`src/rtl/pis_pkg.sv`:
```
// shared types and constants of the palette integer scaler
`timescale 1ns / 1ps
`default_nettype none

package pis_pkg;

	localparam int CH_W    = 8;
	localparam int IDX_W   = 8;
	localparam int DIM_W   = 13;
	localparam int COORD_W = 12;
	localparam int SCALE_W = 5;

	localparam logic [DIM_W-1:0] SCREEN_LIMIT = 13'd4096;

	localparam logic OP_PAL_WRITE = 1'b0;
	localparam logic OP_PIXEL     = 1'b1;

	localparam logic REG_SCREEN_WIDTH  = 1'b0;
	localparam logic REG_SCREEN_HEIGHT = 1'b1;

	typedef struct packed {
		logic [CH_W-1:0] r;
		logic [CH_W-1:0] g;
		logic [CH_W-1:0] b;
	} rgb_t;

	typedef struct packed {
		logic [DIM_W-1:0]   w;
		logic [DIM_W-1:0]   h;
		logic [COORD_W-1:0] left;
		logic [COORD_W-1:0] top;
		logic [SCALE_W-1:0] scale;
	} geom_t;

	typedef struct packed {
		logic             wr;
		logic             rd;
		logic [IDX_W-1:0] index;
		rgb_t             data;
	} pal_req_t;

	typedef struct packed {
		logic [COORD_W-1:0] x;
		logic [COORD_W-1:0] y;
		logic [SCALE_W-1:0] count;
	} run_t;

endpackage

`default_nettype wire

```
`src/rtl/pis_run.sv`:
```
// output register that emits one replicated copy per cycle while out_stall is low
`timescale 1ns / 1ps
`default_nettype none

module pis_run (
	input  wire                         clk,
	input  wire                         arst_n,
	input  wire                         load_valid,
	input  pis_pkg::run_t               run,
	input  pis_pkg::rgb_t               color,
	output logic                        free,
	output logic                        out_valid,
	input  wire                         out_stall,
	output logic [pis_pkg::CH_W-1:0]    out_red,
	output logic [pis_pkg::CH_W-1:0]    out_green,
	output logic [pis_pkg::CH_W-1:0]    out_blue,
	output logic [pis_pkg::COORD_W-1:0] out_x,
	output logic [pis_pkg::COORD_W-1:0] out_y,
	output logic                        last_of_run
);
	import pis_pkg::*;

	logic               out_valid_q;
	rgb_t               rgb_q;
	logic [COORD_W-1:0] x_q;
	logic [COORD_W-1:0] y_q;
	logic [SCALE_W-1:0] remain_q;
	logic               last;
	logic               load;

	assign last = remain_q == SCALE_W'(1);
	assign free = !out_valid_q || (!out_stall && last);
	assign load = load_valid && free;

	always_ff @(posedge clk or negedge arst_n) begin
		if (!arst_n) begin
			out_valid_q <= 1'b0;
		end else if (load) begin
			out_valid_q <= 1'b1;
		end else if (out_valid_q && !out_stall && last) begin
			out_valid_q <= 1'b0;
		end
	end

	always_ff @(posedge clk) begin
		if (load) begin
			rgb_q    <= color;
			x_q      <= run.x;
			y_q      <= run.y;
			remain_q <= run.count;
		end else if (out_valid_q && !out_stall) begin
			x_q      <= x_q + COORD_W'(1);
			remain_q <= remain_q - SCALE_W'(1);
		end
	end

	assign out_valid   = out_valid_q;
	assign out_red     = rgb_q.r;
	assign out_green   = rgb_q.g;
	assign out_blue    = rgb_q.b;
	assign out_x       = x_q;
	assign out_y       = y_q;
	assign last_of_run = last;

endmodule

`default_nettype wire
```
`config.mk`:
```
export PLATFORM = sky130hd
export DESIGN_NAME = pis_run
export DESIGN_NICKNAME = d
export VERILOG_FILES = /design/src/rtl/pis_pkg.sv /design/src/rtl/pis_run.sv
export SDC_FILE = /design/constraint.sdc
export NUM_CORES = 1
export LEC_CHECK = 0
export ABC_AREA = 0
export BUFFER_PORTS_ARGS = -buffer_cell sky130_fd_sc_hd__buf_2
export CORE_ASPECT_RATIO = 0.5
export CORE_MARGIN = 2
export CORE_UTILIZATION = 40
export DETAILED_ROUTE_END_ITERATION = 8
export PLACE_DENSITY = 0.77
export SYNTH_ARGS = -nofsm -noshare
export SYNTH_HDL_FRONTEND = slang
export SYNTH_SLANG_ARGS = --single-unit
```
`constraint.sdc`:
```
create_clock -name clk -period 2.45 [get_ports clk]
set_clock_uncertainty 0.05 [all_clocks]
set_input_delay 0.1225 -clock clk [delete_from_list [all_inputs] [get_ports clk]]
set_output_delay 0.1225 -clock clk [all_outputs]
set_load 0.02 [all_outputs]
```
-- Word level (Yosys, flattened, before mapping)
Cells that the tools add are included.
- output and inout bits: 51
- register bits: 54
- reductions and logical operators: 9
- add/sub/neg operators: 2
- muxes and demuxes: 6
- eq/ne operators: 1
- operators with widths (cell ; number):
    2-to-1 mux 12 bit ; 2
    adder 12 x 1 -> 12 bit, second input constant ; 1
    2-to-1 mux 5 bit ; 2
    equality test 5 x 1 -> 1 bit, second input constant ; 1
    subtractor 5 x 1 -> 5 bit, second input constant ; 1
    logical AND 1 bit ; 4
    nonzero test 2 bit ; 2
    logical NOT 1 bit ; 2
    2-to-1 mux 1 bit ; 2
    logical OR 1 bit ; 1

-- Longest topological paths before layout
- word-level depth: 5
- depth in mapped cells: 7
- depth with buffers taken out: 6

-- Least setup slack after synthesis
Ideal clock, no wire load.
- path type: reg2reg
- start: register remain_q[1]
- end: register rgb_q (netlist bit out_blue[0]), enable pin
- cell stages (with the launch flop): 7
- data arrival time: 2040 ps
- period minus slack after synthesis: 2480 ps
- setup slack: -30 ps
- setup time: 391 ps
- path through: edfxtp_1 inv_1 ha_1 nor4b_4 a2bb2oi_4 buf_6 inv_1
- longest elaborated chain between the ends: 4
- ends and longest elaborated chain (what ; line ; RTL):
    start: declaration ; pis_run.sv:27 ; logic [SCALE_W-1:0] remain_q;
    start signal: assignment ; pis_run.sv:50 ; remain_q <= run.count;
    start signal: assignment ; pis_run.sv:53 ; remain_q <= remain_q - SCALE_W'(1);
    equality test 5 x 1 -> 1 bit ; pis_run.sv:31 ; assign last = remain_q == SCALE_W'(1);
    named net last_of_run ; pis_run.sv:19 ; output logic last_of_run
    logical AND 1 bit ; pis_run.sv:32 ; assign free = !out_valid_q || (!out_stall && last);
    logical OR 1 bit ; pis_run.sv:32 ;
    logical AND 1 bit ; pis_run.sv:33 ; assign load = load_valid && free;
    named net load ; pis_run.sv:29 ; logic load;
    end signal: assignment ; pis_run.sv:47 ; rgb_q <= color;
    end: declaration ; pis_run.sv:24 ; rgb_t rgb_q;
The timed path passes the listed nets, and every way through them passes these cells.
A chain may end at the register's enable or synchronous reset.

-- Worst setup path in the final report
- start: register remain_q[1]
- end: register rgb_q (netlist bit out_blue[6]), enable pin
- longest elaborated chain between the ends: 4
- ends and longest elaborated chain (what ; line):
    equality test 5 x 1 -> 1 bit ; pis_run.sv:31
    logical AND 1 bit ; pis_run.sv:32
    logical OR 1 bit ; pis_run.sv:32
    logical AND 1 bit ; pis_run.sv:33
    named net load ; pis_run.sv:29
The timed path passes the listed nets, and every way through them passes these cells.

==> results.md <==
* Fmax at 512 MHz
* Final WS setup at 498 ps
* GRT Max-Usage Layer: met2
* Final Hold Vio Count at 0
* CTS clk-pin slew, worst paths at 100 ps
* Sequential element share of the synthesized area at 74.6%
* Post-Synth Adder-Cell Area at 1.73%
* WL final at 5010 um
* FFs w/ async S/R, synth at 1.85%
* Total GRT Usage at 16.6%
* PortBufs at 107
* RePlAce Congestion at 0.781
* Clock tree buffer depth at 2
* Endpoint, Worst Hold: out_valid
* Worst reg2reg setup slack at 500 ps
* CTS tree: yes
* Post-Synthesis Cells at 137
* Crit. End Element: register
* Clock latency on the worst-skew pair at 310 ps
* R2r startpoint: remain_q[1]
* Post-detail-place hpwl at 3350 um
* Most common cell in the netlist: edfxtp_1
* Unique masters post-synth at 23
* Leakage at 1.35 nW
* Unrepaired setup endpoints after global routing: no
* Largest family of logic cells by synthesized area: simple AND/OR/NAND/NOR gates
* Net switching power at 0.514 mW
* Pwr Density at 636 nW/um^2
* Post-synth EDFFs at 53
* Die X at 108 um
* Critical path arrival at 1870 ps
* Post-route clock period utilization at 79.7%
* # H-tree levels at 2
* Max stage delay on crit path at 400 ps
* Ratio of cells with drive above 1 in the final layout at 45.2%
* Mux cell area share after synthesis at 1.16%
* Clock buffer count from CTS at 5
* P&R area growth vs syn at 51.4%
* Largest net degree at the start of global routing at 37
* Post-Synthesis Cell Area at 2170 um^2
* Layout net count at 349
* CP required at 2370 ps
* Switching Share at 24.7%
* Area after DPL at 2790 um^2
* Largest cells by area after synthesis: edfxtp_1 (73%), xnor2_1 (4.4%), nor2_1 (3.1%)
* Status: completed
* Syn avg cell area at 15.8 um^2
* Routed via count at 1645
* Boundary pin count at 108
* Hold depth at 3
* Sequential power share at 54.8%
* Max-slew violation count at 0
* Warnings from Yosys at 0
* Slew headroom at 57.5%
* CTS root buf: clkbuf_8
* Setup violators final at 0
* Final setup TNS at 0 ps
* Crit-path slowest cell: edfxtp_1
* # diodes at 0
* Met3 global-route usage at 4.22%
* Compound-Gate Fraction of Synth Area at 5.83%
* Post-layout util at 64.7%
* Drt first pass iters at 4
* Avg WL per Cell at 13.9 um
* Clk pwr share at 29.5%
* Place WS at 506 ps
* CP top delay family: buffers and inverters
* CTS sink cnt at 54
* Combinational power share at 15.8%
* Vias in the first global route at 1647
* Full die area at 6050 um^2
* Internal power at 1.57 mW
* R2R cell count at 6
* Post-Synth XOR/XNOR Area at 5.26%
* DR iter-0 viols at 86
* Top post-synthesis cells by count: edfxtp_1 (53), nor2_1 (18), a21oi_1 (12)
* Terminus of the critical flop-to-flop path: out_blue[6]
* First-pass GRT wire length at 7560 um
* Die H at 56.0 um
* Post-Synth Simple-Gate Area at 8.43%
* Worst slew pin tran at 626 ps
* Fin area at 3280 um^2
* Worst-path maximum fanout at 36
* Kind of critical path: reg2reg
* Floorplan core area at 5070 um^2
* Starting Density at 42.7%
* FF+latch count, synth at 54
* Crit path buf inv count at 3
* CP cell instances: inv_1, ha_1, nor4b_4, a2bb2oi_4, clkinvlp_4, buf_4
* Post-Syn Nets at 197
* Crit start category: register
* Main flop type after synthesis: edfxtp_1
* FP Rows at 18
* Remaining Overflow, GRT at 0
* Max_cap viols at 0
* Met2 usage at 31.9%
* Via density per instance at 4.57
* Number of remaining DRC errors at 0
* Initial antenna violation count at 0
* Area leader, netlist: edfxtp_1
* Worst VDD drop at 0.000269 V
* Hold wc startpoint: load_valid
* Final ANT Viol Nets at 0
* Fin crit period at 1950 ps
* Hold WC Path Type: in2reg
* Synth top area share at 73.5%
* GR Util met1 at 16.7%
worst max path at each step:
stage	from	endpoint	cells past startpoint
after floorplan	remain_q[1]	out_blue[0]	6
after global placement	remain_q[0]	out_x[1]	5
after detailed placement	remain_q[1]	out_red[1]	6
after CTS	remain_q[1]	out_red[1]	6
after global routing	remain_q[1]	out_red[4]	6
final	remain_q[1]	out_blue[6]	6
state kept, by name (all words and copies together) (netlist names):
name / cells
out_red: 8
out_green: 8
out_valid: 1
out_blue: 8
remain_q: 5
out_y: 12
out_x: 12
area by class of cell:
cell class / count / area, um^2
Inverter: 8 / 33.8
Timing Repair Buffer: 148 / 936
Clock inverter: 3 / 47.5
Clock buffer: 5 / 68.8
Sequential cell: 54 / 1620
Tap cell: 70 / 87.6
Fill cell: 396 / 1790
Multi-Input combinational cell: 72 / 489
worst register-to-register path, cell delays in order, from the launching register on:
cell	delay, ps
edfxtp_1	400
inv_1	100
ha_1	160
nor4b_4	310
a2bb2oi_4	120
clkinvlp_4	70
buf_4	380
cell usage in the layout (no fill, tap or decap), types with 2 or more instances in the layout:
| cell type | n |
|---|---|
| xor2_1 | 2 |
| nor3_1 | 4 |
| inv_1 | 7 |
| buf_2 | 107 |
| a21oi_2 | 4 |
| nor2_2 | 2 |
| nor2_1 | 18 |
| buf_4 | 4 |
| xnor2_1 | 11 |
| a21oi_1 | 12 |
| ha_1 | 3 |
| nand2_1 | 4 |
| inv_6 | 2 |
| clkbuf_8 | 5 |
| nand3_1 | 3 |
| dlygate4sd3_1 | 37 |
| edfxtp_1 | 53 |
cells by family after synthesis:
| group | Yosys count |
|---|---|
| flops | 54 |
| mux | 2 |
| xor+xnor | 13 |
| buf+inv | 11 |
| compound gates | 18 |
| simple gates | 36 |
| fa+ha+maj | 3 |
routing by layer:
metal,share of wire (%),routed length (um),vias up
li1,-,-,797
met1,38,1910,774
met2,53,2650,60
met3,6.1,307,14
met4,2.9,145,0
met5,0,0,-
timing repair:
action | in CTS | in global routing
buffers inserted | 0 | 0
hold endpoints to repair | 37 | 0
gates resized for setup | 0 | 0
hold buffers | 37 | 0
metrics by stage:
step | std cells | hold WS [ps] | total power, mW
4_1_cts | 360 | 26.8 | 2.11
6_report | 360 | 33.1 | 2.08
5_1_grt | 360 | 44.2 | 2.17
3_5_place_dp | 315 | -149 | 1.45
2_1_floorplan | 137 | -223 | 1.33
3_3_place_gp | 315 | -153 | 1.43
power by group through the flow:
| stage | Combinational (mW) | Clock [mW] | Sequential [mW] |
|---|---|---|---|
| 6_report | 0.329 | 0.615 | 1.14 |
| 4_1_cts | 0.332 | 0.635 | 1.14 |
| 3_5_place_dp | 0.285 | 0 | 1.16 |
| 2_1_floorplan | 0.129 | 0 | 1.20 |
| 5_1_grt | 0.359 | 0.663 | 1.15 |
| 3_3_place_gp | 0.274 | 0 | 1.16 |
Note: power is estimated with default switching activity, not from simulation.
