**config.mk**
```make
export PLATFORM = sky130hd
export DESIGN_NAME = pis_geometry
export DESIGN_NICKNAME = d
export VERILOG_FILES = /design/src/rtl/pis_pkg.sv /design/src/rtl/pis_geometry.sv
export SDC_FILE = /design/constraint.sdc
export NUM_CORES = 1
export LEC_CHECK = 0
export BUFFER_PORTS_ARGS = -buffer_cell sky130_fd_sc_hd__buf_2
export CAP_MARGIN = 20
export CORE_MARGIN = 1
export CORE_UTILIZATION = 51
export DETAILED_ROUTE_END_ITERATION = 12
export GPL_ROUTABILITY_DRIVEN = 0
export PLACE_DENSITY = 0.78
export SETUP_SLACK_MARGIN = 0.5
export SYNTH_ARGS = -nofsm -noshare
export SYNTH_HDL_FRONTEND = slang
export SYNTH_SLANG_ARGS = --single-unit
```
**constraint.sdc**
```tcl
create_clock -name clk -period 11.1 [get_ports clk]
set_clock_uncertainty 0.1 [all_clocks]
set_input_delay 1.11 -clock clk [delete_from_list [all_inputs] [get_ports clk]]
set_output_delay 1.11 -clock clk [all_outputs]
set_load 0.005 [all_outputs]
```
**src/rtl/pis_pkg.sv**
```systemverilog
// shared types and constants of the palette integer scaler
`timescale 1ns / 1ps
`default_nettype none

package pis_pkg;

	localparam int CH_W    = 8;
	localparam int IDX_W   = 8;
	localparam int DIM_W   = 13;
	localparam int COORD_W = 12;
	localparam int SCALE_W = 5;

	localparam logic [DIM_W-1:0] SCREEN_LIMIT = 13'd4096;

	localparam logic OP_PAL_WRITE = 1'b0;
	localparam logic OP_PIXEL     = 1'b1;

	localparam logic REG_SCREEN_WIDTH  = 1'b0;
	localparam logic REG_SCREEN_HEIGHT = 1'b1;

	typedef struct packed {
		logic [CH_W-1:0] r;
		logic [CH_W-1:0] g;
		logic [CH_W-1:0] b;
	} rgb_t;

	typedef struct packed {
		logic [DIM_W-1:0]   w;
		logic [DIM_W-1:0]   h;
		logic [COORD_W-1:0] left;
		logic [COORD_W-1:0] top;
		logic [SCALE_W-1:0] scale;
	} geom_t;

	typedef struct packed {
		logic             wr;
		logic             rd;
		logic [IDX_W-1:0] index;
		rgb_t             data;
	} pal_req_t;

	typedef struct packed {
		logic [COORD_W-1:0] x;
		logic [COORD_W-1:0] y;
		logic [SCALE_W-1:0] count;
	} run_t;

endpackage

`default_nettype wire

```
**src/rtl/pis_geometry.sv**
```systemverilog
// scale and centring origins derived from the screen size registers
`timescale 1ns / 1ps
`default_nettype none

module pis_geometry #(
	parameter int SRC_WIDTH  = 320,
	parameter int SRC_HEIGHT = 200,
	parameter int MAX_SCALE  = 8
) (
	input  wire                        clk,
	input  wire  [pis_pkg::DIM_W-1:0]  screen_width,
	input  wire  [pis_pkg::DIM_W-1:0]  screen_height,
	output pis_pkg::geom_t             geom
);
	import pis_pkg::*;

	localparam int SRC_MAX = (SRC_WIDTH > SRC_HEIGHT) ? SRC_WIDTH : SRC_HEIGHT;
	localparam int D_W     = $clog2(SRC_MAX * MAX_SCALE + 4097) + 1;

	logic [DIM_W-1:0]   w_eff;
	logic [DIM_W-1:0]   h_eff;
	logic [D_W-1:0]     w_ext;
	logic [D_W-1:0]     h_ext;
	logic [SCALE_W-1:0] scale;
	logic [D_W-1:0]     pic_w;
	logic [D_W-1:0]     pic_h;
	logic [D_W-1:0]     left;
	logic [D_W-1:0]     top;
	geom_t              geom_q;

	assign w_eff = (screen_width > SCREEN_LIMIT) ? SCREEN_LIMIT : screen_width;
	assign h_eff = (screen_height > SCREEN_LIMIT) ? SCREEN_LIMIT : screen_height;
	assign w_ext = D_W'(w_eff);
	assign h_ext = D_W'(h_eff);

	// largest scale whose picture fits both ways, else one
	always_comb begin
		scale = SCALE_W'(1);
		for (int s = 1; s <= MAX_SCALE; s++) begin
			if (D_W'(SRC_WIDTH * s) <= w_ext && D_W'(SRC_HEIGHT * s) <= h_ext) begin
				scale = SCALE_W'(s);
			end
		end
	end

	assign pic_w = D_W'(SRC_WIDTH) * D_W'(scale);
	assign pic_h = D_W'(SRC_HEIGHT) * D_W'(scale);
	assign left  = (w_ext > pic_w) ? ((w_ext - pic_w) >> 1) : '0;
	assign top   = (h_ext > pic_h) ? ((h_ext - pic_h) >> 1) : '0;

	always_ff @(posedge clk) begin
		geom_q.w     <= w_eff;
		geom_q.h     <= h_eff;
		geom_q.left  <= left[COORD_W-1:0];
		geom_q.top   <= top[COORD_W-1:0];
		geom_q.scale <= scale;
	end

	assign geom = geom_q;

endmodule

`default_nettype wire

```
=== Yosys cells after proc, flatten, opt, wreduce, memory -nomap -nowiden ===
Index checks and enable logic that the tools add are counted.

* Add/subtract/negate cells: 2
* Multiply operators: 2
* $lt $le $gt $ge: 18
* Muxes and demuxes: 9
* Reductions and logical operators: 7

{| class="wikitable"
|+ Operators with widths
! cell !! count
|-
| $le 11x13->1 const A || 6
|-
| $le 10x13->1 const A || 5
|-
| $gt 13x13->1 const B || 2
|-
| $le 12x13->1 const A || 2
|-
| $mux 13 || 2
|-
| $sub 13x13->13 || 2
|-
| $mux 5 || 4
|-
| $gt 13x14->1 || 1
|-
| $gt 13x13->1 || 1
|-
| $le 9x13->1 const A || 1
|-
| $mul 5x5->10 const A || 1
|-
| $mul 3x5->8 const A || 1
|-
| $logic_and 1x1->1 || 7
|-
| $mux 2 || 2
|-
| $mux 3 || 1
|}

* Bits in registers: 55
* Bits of input ports: 27
* Output and inout port bits: 55
* Logic and storage cells: 43

=== Depth between registers and ports, before layout ===
Gate-level depths: netlist (run 1).

* Depth in word-level cells: 13
* Depth in mapped cells: 21
* Mapped depth without buffers: 20

=== Worst setup path before layout (run 1) ===
OpenSTA, ideal clock, no wires.

* Path kind: input to register
* Start point: input screen_height[2] (netlist bit)
* End point: register geom_q (netlist bit geom[16])
* Library setup time: 134 ps
* Data arrival time: 4765 ps
* Required time: 10866 ps
* Path slack: 6100 ps
* Cell stages on the path: 17
* Cells stage by stage: nor3_1 -> nand4_1 -> a32oi_1 -> o21ai_0 -> nand2b_1 -> inv_1 -> ha_1 -> fa_1 -> xnor2_1 -> ha_1 -> a21o_1 -> a21o_1 -> a21oi_1 -> nand2_1 -> or2_2 -> mux2i_1 -> nor3_1

* Cells in the longest elaborated chain, start to end: 13
* Elaborated cells between the ends (all ways): 26
* Those cells by class: add/sub (1); mul (1); order compare (9); mux (8); reduce/logical (7)

{| class="wikitable"
|+ Ends and longest elaborated chain
! element !! RTL line !! source
|-
| start: declaration || pis_geometry.sv:12 || <nowiki>input wire [pis_pkg::DIM_W-1:0] screen_height,</nowiki>
|-
| $gt 13x13->1 || pis_geometry.sv:32 || <nowiki>assign h_eff = (screen_height > SCREEN_LIMIT) ? SCREEN_LIMIT : screen_height;</nowiki>
|-
| $mux 13 (*) || pis_geometry.sv:32 ||
|-
| $le 9x13->1 || pis_geometry.sv:40 || <nowiki>if (D_W'(SRC_WIDTH * s) <= w_ext && D_W'(SRC_HEIGHT * s) <= h_ext) begin</nowiki>
|-
| $logic_and 1x1->1 || pis_geometry.sv:40 ||
|-
| $mux 2 (2 in a row) || pis_geometry.sv:40 ||
|-
| $mux 3 || pis_geometry.sv:40 ||
|-
| $mux 5 (3 in a row) || pis_geometry.sv:40 ||
|-
| $mux 5 (*) || pis_geometry.sv:40 ||
|-
| $mul 5x5->10 (*) || pis_geometry.sv:47 || <nowiki>assign pic_h = D_W'(SRC_HEIGHT) * D_W'(scale);</nowiki>
|-
| net pic_h[4] || pis_geometry.sv:26 || <nowiki>logic [D_W-1:0] pic_h;</nowiki>
|-
| $sub 13x13->13 or $gt 13x13->1 (tied branches) || pis_geometry.sv:49 || <nowiki>assign top = (h_ext > pic_h) ? ((h_ext - pic_h) >> 1) : '0;</nowiki>
|-
| end: declaration || pis_geometry.sv:29 || <nowiki>geom_t geom_q;</nowiki>
|}

The timed path passes the listed nets; every way through them passes the cells marked *.
A chain may end at the register's enable or synchronous reset.

=== Worst setup path in the final report (run 1) ===
* Start point: input screen_height[2] (netlist bit)
* End point: register geom_q (netlist bit geom[11])

The elaborated chain is that of the path after synthesis.

==> impl_metrics.env, run 1 <==
export IMPL_run_status="finished, final reports clean"
export IMPL_yosys_area_top_type="sky130_fd_sc_hd__dfxtp_1"
export IMPL_finalCritPeriodShare=0.503
export IMPL_cts_max_level=2
export IMPL_global_route_usage_total=0.220
export IMPL_end_kind="flop"
export IMPL_detailedRoute_firstIterationViolations=128
export IMPL_drive_gt1_frac=0.249
export IMPL_final_design_area_no_fill_sq_mm=0.00351
export IMPL_drt_vias_per_instance=5.56
export IMPL_via_count=2608
export IMPL_grt_met1_usage=0.249
export IMPL_initial_utilization=0.532
export IMPL_fin_crit_ps=5580
export IMPL_maximum_vdd_drop_mv=0.0671
export IMPL_largest_register_ff_count=54
export IMPL_synth_seq_area_share=0.367
export IMPL_tritoncts_clock_tree="built"
export IMPL_cts_max_path_buffers=2
export IMPL_synth_common_cells="sky130_fd_sc_hd__dfxtp_1, sky130_fd_sc_hd__ha_1, sky130_fd_sc_hd__nor2b_1"
export IMPL_max_cap_violations=0
export IMPL_die_w_microns=78.0
export IMPL_timing_max_slew_rel_slack=0.406
export IMPL_worstHoldPathType="in -> reg"
export IMPL_post_synth_top_area_fraction=0.367
export IMPL_synth_enable_flop_cells=0
export IMPL_fillCellCount=510
export IMPL_post_synth_num_cell_types=62
export IMPL_share_of_flip_flops_with_an_asynchronous_set_or_reset_after_synthesis=0
export IMPL_critical_path_class="in -> reg"
export IMPL_final_setup_viol_count=0
export IMPL_area_growth_synth_to_final_pct=19.0
export IMPL_placement_io_buffers=80
export IMPL_gr_total_overflow=0
export IMPL_cts_resized_gates=0
export IMPL_use_met2=0.400
export IMPL_timing_critical_path_arrival_ps=5660
export IMPL_final_setup_worst_slack_ps=5520
export IMPL_drt_antenna_net_count=0
export IMPL_cts_hold_repair_buffers=0
export IMPL_cts_made_buffers=5
export IMPL_vias_in_the_first_global_route=2418
export IMPL_slew_viol_final=0
export IMPL_ys_seq_elements=54
export IMPL_wl_mm=6.45
export IMPL_mappedNetlistArea_sq_mm=0.00295
export IMPL_crit_required_ps=11180
export IMPL_total_leakage_power_uw=0.00168
export IMPL_die_area_sq_mm=0.00609
export IMPL_clk_transition_reported_paths_ps=90
export IMPL_antenna_found_initial=0
export IMPL_worstSetupStartpointType="input pin"
export IMPL_tritoncts_num_sinks=54
export IMPL_worst_hold_path_endpoint="geom[42]"
export IMPL_hold_path_startpoint="screen_width[0]"
export IMPL_ys_warnings_count=0
export IMPL_antenna_cells=0
export IMPL_grt_met3_usage=0.0395
export IMPL_layout_nets=451
export IMPL_grt_start_max_net_pins=25
export IMPL_placed_cell_area_sq_mm=0.00338
export IMPL_drt_pre_antenna_iters=4
export IMPL_synth_area_top_cells="sky130_fd_sc_hd__dfxtp_1, sky130_fd_sc_hd__ha_1, sky130_fd_sc_hd__nor2b_1"
export IMPL_detailedPlacementHpwl_mm=5.04
export IMPL_route_detailed_drc=0
export IMPL_pre_cts_slack_ps=5070
export IMPL_dieHeight_microns=78.0
export IMPL_detail_route_wl_per_cell_microns=13.8
export IMPL_crit_fanout=8
export IMPL_avgSynthCellArea_sq_um=9.24
export IMPL_grt_first_pass_wirelength_mm=10.7
export IMPL_pin_count=82
export IMPL_worst_pin_slew_ps=891
export IMPL_floorplan_rows=27
export IMPL_synth_top_flop_cell="sky130_fd_sc_hd__dfxtp_1"
export IMPL_post_cts_buffers=0
export IMPL_maxClockFrequency_mhz=179
export IMPL_synth_most_common_cell="sky130_fd_sc_hd__dfxtp_1"
export IMPL_floorplan_core_area_sq_mm=0.00554
export IMPL_powerDensity_mw_per_mm2=150
export IMPL_final_setup_tns_ps=0
export IMPL_globalRoute_busiestLayer="met2"
export IMPL_root_buffer="sky130_fd_sc_hd__clkbuf_8"
export IMPL_grt_setup_unrepaired="false"
export IMPL_synth_cells=319
export IMPL_number_of_stages_on_the_worst_hold_path=2
export IMPL_final_hold_violation_count=0
routing by layer:
| layer | vias to the layer above | routed length (microns) |
|---|---|---|
| li1 | 1292 | - |
| met1 | 1197 | 2720 |
| met2 | 103 | 3190 |
| met3 | 16 | 373 |
| met4 | 0 | 169 |
| met5 | - | 0 |
worst max-delay path, stage by stage:
cell and delay, ps:
sky130_fd_sc_hd__buf_2 100, sky130_fd_sc_hd__nor3_1 630, sky130_fd_sc_hd__nand4_1 180, sky130_fd_sc_hd__a32oi_1 410
sky130_fd_sc_hd__o21ai_0 210, sky130_fd_sc_hd__nand2b_1 280, sky130_fd_sc_hd__inv_1 140, sky130_fd_sc_hd__ha_1 360
sky130_fd_sc_hd__fa_1 560, sky130_fd_sc_hd__inv_1 50, sky130_fd_sc_hd__ha_1 380, sky130_fd_sc_hd__and4_1 260
sky130_fd_sc_hd__nand3_1 140, sky130_fd_sc_hd__nor2_1 250, sky130_fd_sc_hd__and3_1 190, sky130_fd_sc_hd__nand3_1 80
sky130_fd_sc_hd__nand3b_1 250, sky130_fd_sc_hd__nor3_1 80
where the power goes:
group          leakage, uW  internal [uW]  switching, uW
combinational      0.00117           80.5           94.5
clock            0.0000573           72.2           60.1
sequential        0.000448            214           4.57
kinds of logic after synthesis:
group                      after synthesis  share of synthesized area
and+or+nand+nor                        121                      0.236
AOI/OAI and AO/OA                       65                      0.171
DFF                                     54                      0.367
buffers and inverters                   32                     0.0462
adders and majority gates               28                      0.126
xor gates and xnor gates                13                     0.0386
muxes                                    4                     0.0140
other                                    2                    0.00255
cell type report:
| class | instances | area [sq um] | area share |
|---|---|---|---|
| clock buffers | 6 | 82.6 | 0.0235 |
| repair buffers | 82 | 415 | 0.118 |
| flip-flops and latches | 54 | 1080 | 0.308 |
| well taps | 72 | 90.1 | 0.0257 |
| clock inverters | 1 | 30.0 | 0.00856 |
| multi-input cells | 236 | 1740 | 0.497 |
| inverters | 18 | 67.6 | 0.0193 |
worst max-delay path by stage:
| stage | from | endpoint | slack [ps] |
|---|---|---|---|
| floorplan | screen_height[2] | geom[16] | 6100 |
| global route | screen_height[2] | geom[15] | 5130 |
| finish | screen_height[2] | geom[11] | 5520 |
| detailed placement | screen_height[2] | geom[16] | 5070 |
| global placement | screen_height[2] | geom[16] | 5330 |
| CTS | screen_height[2] | geom[16] | 5390 |
cells in the final DEF, fill, tap and decap left out, types with 3 or more instances in the layout:
cell	instances
sky130_fd_sc_hd__buf_2	80
sky130_fd_sc_hd__dfxtp_1	54
sky130_fd_sc_hd__ha_1	24
sky130_fd_sc_hd__nor2b_1	22
sky130_fd_sc_hd__nor3_1	21
sky130_fd_sc_hd__inv_1	17
sky130_fd_sc_hd__a21oi_1	15
sky130_fd_sc_hd__nand2_1	13
sky130_fd_sc_hd__nor2_1	12
sky130_fd_sc_hd__a21o_1	10
sky130_fd_sc_hd__xnor2_1	10
sky130_fd_sc_hd__nand4_1	8
sky130_fd_sc_hd__nor3b_1	8
sky130_fd_sc_hd__nand2b_1	6
sky130_fd_sc_hd__clkbuf_8	6
sky130_fd_sc_hd__nor4_1	5
sky130_fd_sc_hd__o21ai_0	5
sky130_fd_sc_hd__conb_1	5
sky130_fd_sc_hd__or3_1	4
sky130_fd_sc_hd__o21ai_1	4
sky130_fd_sc_hd__nand3_1	4
sky130_fd_sc_hd__o21bai_1	4
sky130_fd_sc_hd__and2_1	3
sky130_fd_sc_hd__a211o_1	3
sky130_fd_sc_hd__and3_1	3
sky130_fd_sc_hd__xor2_1	3
sky130_fd_sc_hd__mux2i_1	3
sky130_fd_sc_hd__fa_1	3
metrics by stage:
stage	hold WS, ps	total power, uW	instances	utilization
final	948	526	469	0.633
after global routing	950	559	469	0.633
after CTS	942	528	467	0.631
after detailed placement	1260	397	460	0.610
after global placement	1240	394	460	0.610
after floorplan	1110	347	322	-
Note: power is estimated with default switching activity, not from simulation.
==> run 2, diff against run 1 <==
clock period = 5.61 ns   (was 11.1 ns; I/O delays follow)
==> run 2 against run 1 <==
  * Final cell count up 0.64%
  * Via count down 1.9%
  * Clock power up 72%
  * Worst hold slack worse by 560 ps
  * Routed wire length up 2.6%
  * Combinational power up 100%
  * Critical path type unchanged
  * Cell area up 0.14%
  * Non-clock buffer count up 2
  * Sequential cell count unchanged
  * Count of clock-buffer cells in the layout unchanged
==> impl_metrics.env, run 2 (synthesis gave the netlist of run 1 again) <==
export IMPL_drt_antenna_net_count=0
export IMPL_p_switching_uw=327
export IMPL_crit_required_ps=5720
export IMPL_final_hold_violation_count=0
export IMPL_powerDensity_mw_per_mm2=288
export IMPL_crit_path_cell_trace="buf_2 -> nor2b_1 -> a32o_1 -> o211ai_1 -> o21bai_1 -> a21o_1 -> nand2_1 -> ha_1 -> fa_1 -> xnor2_1 -> ha_1 -> and4_1 -> nand3_1 -> nor2_1 -> and3_1 -> nand3_1 -> nand3b_1 -> nor3_1"
export IMPL_final_setup_viol_count=0
export IMPL_run_status="finished, final reports clean"
export IMPL_place_detailed_instances=464
export IMPL_pre_cts_slack_ps=590
export IMPL_grt_start_max_net_pins=25
export IMPL_fin_crit_ps=4710
export IMPL_detailedRoute_firstIterationViolations=81
export IMPL_final_setup_worst_slack_ps=902
export IMPL_pin_count=82
export IMPL_cpMaxStageDelayCell="sky130_fd_sc_hd__o21bai_1"
export IMPL_end_kind="flop"
export IMPL_combinationalPowerShare=0.348
export IMPL_root_buffer="sky130_fd_sc_hd__clkbuf_8"
export IMPL_tritoncts_num_sinks=54
export IMPL_via_count=2559
export IMPL_grt_first_pass_wirelength_mm=11.1
export IMPL_finalCritPeriodShare=0.839
export IMPL_cell_class_contributing_the_biggest_share_of_worst_path_delay="simple AND/OR/NAND/NOR gates"
export IMPL_initial_utilization=0.532
export IMPL_sw_frac_of_total=0.324
export IMPL_largest_register_ff_count=54
export IMPL_placed_cell_area_sq_mm=0.00341
export IMPL_global_route_usage_total=0.232
export IMPL_floorplan_core_area_sq_mm=0.00554
export IMPL_finish_cell_count_without_fillers=472
export IMPL_antenna_cells=0
export IMPL_layout_nets=453
export IMPL_slew_viol_final=0
export IMPL_post_cts_buffers=0
export IMPL_gr_total_overflow=0
export IMPL_maxClockFrequency_mhz=212
export IMPL_drive_gt1_frac=0.258
export IMPL_die_w_microns=78.0
export IMPL_mostFrequentLayoutCell="sky130_fd_sc_hd__buf_2"
export IMPL_route_detailed_drc=0
export IMPL_total_leakage_power_uw=0.00168
export IMPL_clock_power_share=0.224
export IMPL_dieHeight_microns=78.0
export IMPL_tritoncts_clock_tree="built"
export IMPL_floorplan_rows=27
export IMPL_number_of_buffer_and_inverter_instances_along_the_worst_setup_path=1
export IMPL_drt_vias_per_instance=5.42
export IMPL_maximum_vdd_drop_mv=0.133
export IMPL_final_design_area_no_fill_sq_mm=0.00351
export IMPL_wl_mm=6.62
export IMPL_fillCellCount=483
export IMPL_crit_fanout=24
export IMPL_timing_critical_path_arrival_ps=4820
export IMPL_regArea_sq_mm=0.00108
export IMPL_p_int_uw=684
export IMPL_max_cap_violations=0
export IMPL_worstHoldPathType="in -> reg"
export IMPL_antenna_found_initial=0
export IMPL_layout_common_cells="sky130_fd_sc_hd__buf_2, sky130_fd_sc_hd__dfxtp_1, sky130_fd_sc_hd__ha_1"
export IMPL_final_setup_tns_ps=0
export IMPL_detailedPlacementHpwl_mm=5.13
export IMPL_placement_io_buffers=80
export IMPL_clk_transition_reported_paths_ps=100
export IMPL_worst_pin_slew_ps=868
export IMPL_multiInputGateArea_sq_mm=0.00175
export IMPL_vias_in_the_first_global_route=2470
export IMPL_cts_max_level=2
export IMPL_die_area_sq_mm=0.00609
export IMPL_cpPeakStageDelay_ps=540
export IMPL_cts_made_buffers=5
export IMPL_p_seq_frac=0.428
export IMPL_cts_max_path_buffers=2
export IMPL_critical_path_class="in -> reg"
export IMPL_detail_route_wl_per_cell_microns=14.0
export IMPL_drt_pre_antenna_iters=4
export IMPL_worstSetupStartpointType="input pin"
export IMPL_area_growth_synth_to_final_pct=19.2
export IMPL_grt_setup_unrepaired="false"
export IMPL_timing_max_slew_rel_slack=0.406
run 2: stage by stage:
stage | util | hold WS, ps | total power (uW)
after floorplan | - | 559 | 688
after global placement | 0.616 | 688 | 783
after detailed placement | 0.616 | 707 | 791
after CTS | 0.633 | 383 | 1010
after global routing | 0.634 | 376 | 1080
final | 0.634 | 390 | 1010
run 2: worst paths after layout:
| path | start | slack, ps | depth (start not counted) | endpoint |
|---|---|---|---|---|
| setup / recovery | screen_height[12] | 900 | 18 | geom[13] |
| hold / removal | screen_width[0] | 390 | 2 | geom[42] |
run 2: timing repair:
action | CTS | global route
gates resized for setup | 0 | 1
endpoints found under the setup margin | 0 | 1
hold buffers | 0 | 0
run 2: power groups by stage:
stage,sequential [uW],combinational [uW],clock [uW]
3_5_place_dp,441,350,0
5_1_grt,437,396,247
4_1_cts,433,352,229
3_3_place_gp,442,341,0
6_report,433,352,227
2_1_floorplan,449,238,0
run 2: routing by layer:
metal / up-vias / track usage / wire [microns]
li1: 1292 / - / -
met1: 1177 / 0.268 / 2860
met2: 77 / 0.413 / 3310
met3: 13 / 0.0453 / 300
met4: 0 / 0.102 / 147
met5: - / 0 / 0
run 2: final cells by class:
| cell class | instances | share of cell area |
|---|---|---|
| Inverter | 18 | 0.0192 |
| Clock buffer | 6 | 0.0235 |
| Tap cell | 72 | 0.0256 |
| Multi-Input combinational cell | 236 | 0.498 |
| Sequential cell | 54 | 0.308 |
| Clock inverter | 2 | 0.00356 |
| Timing Repair Buffer | 84 | 0.122 |
==> run 3, diff against run 2 <==
ABC_AREA = 1   (was unset)
CORE_UTILIZATION = 47   (was 51)
PLACE_DENSITY = 0.76   (was 0.78)
clock period = 4.2 ns   (was 5.61 ns; I/O delays follow)
==> run 3 against run 2 <==
  * Cell area increased by 36%
  * Worst hold slack got worse by 190 ps
  * Via count increased by 44%
  * Utilization increased by 16 points
  * Count of clock-buffer cells in the layout unchanged
  * Synthesized cell count increased by 30%
  * Sequential share of layout area decreased by 8.2 points
  * Sequential power increased by 33%
  * Non-clock buffer count increased by 92
  * Largest cell class unchanged
==> impl_metrics.env, run 3 <==
export IMPL_run_status="finished, final reports clean"
export IMPL_drt_pre_antenna_iters=6
export IMPL_via_count=3674
export IMPL_maximum_vdd_drop_mv=0.247
export IMPL_p_seq_frac=0.342
export IMPL_avgSynthCellArea_sq_um=7.18
export IMPL_placement_io_buffers=80
export IMPL_floorplan_core_area_sq_mm=0.00603
export IMPL_end_kind="flop"
export IMPL_drt_antenna_net_count=0
export IMPL_final_setup_viol_count=0
export IMPL_detailedPlacementHpwl_mm=6.34
export IMPL_powerDensity_mw_per_mm2=352
export IMPL_layout_nets=652
export IMPL_grt_setup_unrepaired="true"
export IMPL_grt_start_max_net_pins=18
export IMPL_share_of_flip_flops_with_an_asynchronous_set_or_reset_after_synthesis=0
export IMPL_post_synth_top_area_fraction=0.362
export IMPL_worstSetupStartpointType="input pin"
export IMPL_tritoncts_num_sinks=54
export IMPL_ys_warnings_count=0
export IMPL_number_of_buffer_and_inverter_instances_along_the_worst_setup_path=8
export IMPL_fin_crit_ps=4180
export IMPL_clk_transition_reported_paths_ps=100
export IMPL_critical_path_class="in -> reg"
export IMPL_final_setup_tns_ps=0
export IMPL_crit_fanout=5
export IMPL_synth_enable_flop_cells=0
export IMPL_detailedRoute_firstIterationViolations=320
export IMPL_ys_seq_elements=54
export IMPL_cpPeakStageDelay_ps=420
export IMPL_pin_count=82
export IMPL_cts_max_level=2
export IMPL_p_switching_uw=602
export IMPL_crit_required_ps=4320
export IMPL_largest_register_ff_count=54
export IMPL_gr_total_overflow=0
export IMPL_antenna_found_initial=0
export IMPL_synth_cells=416
export IMPL_synth_common_cells="sky130_fd_sc_hd__nand2_1, sky130_fd_sc_hd__inv_1, sky130_fd_sc_hd__nor2_1"
export IMPL_floorplan_rows=28
export IMPL_wl_mm=10.8
export IMPL_hold_path_startpoint="screen_width[12]"
export IMPL_synth_most_common_cell="sky130_fd_sc_hd__nand2_1"
export IMPL_synth_area_top_cells="sky130_fd_sc_hd__dfxtp_1, sky130_fd_sc_hd__ha_1, sky130_fd_sc_hd__nand2_1"
export IMPL_initial_utilization=0.496
export IMPL_max_cap_violations=0
export IMPL_number_of_stages_on_the_worst_hold_path=1
export IMPL_finalCritPeriodShare=0.996
export IMPL_maxClockFrequency_mhz=239
export IMPL_dieHeight_microns=81.7
export IMPL_pre_cts_slack_ps=-176
export IMPL_mappedNetlistArea_sq_mm=0.00299
export IMPL_die_w_microns=81.7
export IMPL_slew_viol_final=0
export IMPL_power_uw=1680
export IMPL_layout_common_cells="sky130_fd_sc_hd__buf_4, sky130_fd_sc_hd__buf_2, sky130_fd_sc_hd__nand2_1"
export IMPL_route_detailed_drc=0
export IMPL_synth_seq_area_share=0.362
export IMPL_tritoncts_clock_tree="built"
export IMPL_post_synth_num_cell_types=40
export IMPL_root_buffer="sky130_fd_sc_hd__clkbuf_8"
export IMPL_finish_cell_count_without_fillers=674
export IMPL_drive_gt1_frac=0.481
export IMPL_worstHoldPathType="in -> reg"
export IMPL_p_int_uw=1080
export IMPL_timing_critical_path_arrival_ps=4300
export IMPL_cts_hold_repair_buffers=0
export IMPL_detail_route_wl_per_cell_microns=16.0
export IMPL_worst_hold_path_endpoint="geom[54]"
export IMPL_critical_path_top_cell_by_count="sky130_fd_sc_hd__nand2_2"
export IMPL_cts_max_path_buffers=2
export IMPL_mostFrequentLayoutCell="sky130_fd_sc_hd__buf_4"
export IMPL_final_hold_violation_count=0
export IMPL_drt_vias_per_instance=5.45
export IMPL_grt_first_pass_wirelength_mm=14.2
export IMPL_place_detailed_instances=628
export IMPL_antenna_cells=0
export IMPL_die_area_sq_mm=0.00668
export IMPL_synth_top_flop_cell="sky130_fd_sc_hd__dfxtp_1"
export IMPL_total_leakage_power_uw=0.00254
export IMPL_sw_frac_of_total=0.358
export IMPL_vias_in_the_first_global_route=3282
export IMPL_cell_class_contributing_the_biggest_share_of_worst_path_delay="simple AND/OR/NAND/NOR gates"
export IMPL_combinationalPowerShare=0.471
export IMPL_cts_made_buffers=5
export IMPL_final_setup_worst_slack_ps=18.3
export IMPL_yosys_area_top_type="sky130_fd_sc_hd__dfxtp_1"
export IMPL_area_growth_synth_to_final_pct=60.2
export IMPL_clock_power_share=0.187
export IMPL_global_route_usage_total=0.277
export IMPL_cpMaxStageDelayCell="sky130_fd_sc_hd__fa_2"
run 3: changes by cell type after synthesis, sizes merged, moves of 4 or more:
cell | previous run | this run
nor3b | 8 | 1
or3 | 4 | 0
xnor2 | 10 | 2
nor2 | 12 | 71
a211o | 4 | 0
a21o | 10 | 1
inv | 18 | 75
clkbuf | 10 | 2
nand3 | 4 | 19
nand2b | 6 | 0
nand2 | 13 | 85
nor3 | 22 | 18
nor2b | 22 | 0
run 3: per-layer routing:
| layer | vias up | wire [microns] | global-route usage |
|---|---|---|---|
| li1 | 1674 | - | - |
| met1 | 1699 | 4020 | 0.320 |
| met5 | - | 0 | 0 |
| met3 | 63 | 714 | 0.0478 |
| met2 | 238 | 5500 | 0.495 |
| met4 | 0 | 549 | 0.126 |
run 3: power by group through the flow:
stage	registers (uW)	clock network (uW)	logic (uW)
6_report	575	315	793
2_1_floorplan	595	0	289
5_1_grt	580	336	845
3_3_place_gp	585	0	489
3_5_place_dp	586	0	508
4_1_cts	574	313	610
run 3: worst max-delay path by stage:
stage	startpoint	end	slack [ps]	cells past startpoint
global placement	screen_height[10]	geom[15]	-30	30
finish	screen_height[9]	geom[15]	20	34
detailed placement	screen_height[10]	geom[15]	-180	33
floorplan	screen_height[10]	geom[14]	230	29
global route	screen_height[9]	geom[15]	-180	34
CTS	screen_height[11]	geom[10]	310	30
run 3: area by class of cell:
class                   count  area [sq um]
inverters                  75           297
multi-input cells         286          2000
clock inverters             2          16.3
fillers                   380          1240
well taps                  75          93.8
clock buffers               6          82.6
flip-flops and latches     54          1080
repair buffers            176          1210
run 3: repair_timing:
| item | in CTS | in global routing |
|---|---|---|
| buffers inserted | 21 | 14 |
| resized for setup | 30 | 81 |
| setup endpoints to repair | 24 | 24 |
| pin swaps | 25 | 60 |
| cloned | 3 | 0 |
run 3: cell families (layout without fill, tap and decap cells):
logic type                 after synthesis  count (layout)  share of synthesized area
adders and majority gates               27              27                      0.121
other                                    2               5                    0.00251
and+or+nand+nor                        207             209                      0.315
xor gates and xnor gates                 6               6                     0.0176
AOI/OAI and AO/OA                       39              39                     0.0779
DFF                                     54              54                      0.362
buffers and inverters                   81             259                      0.104
run 3: metrics by stage:
step	hold WS [ps]	util	area, sq um
finish	197	0.794	4780
global placement	513	0.662	3990
detailed placement	514	0.662	3990
floorplan	404	-	3080
CTS	197	0.727	4380
global route	197	0.794	4780
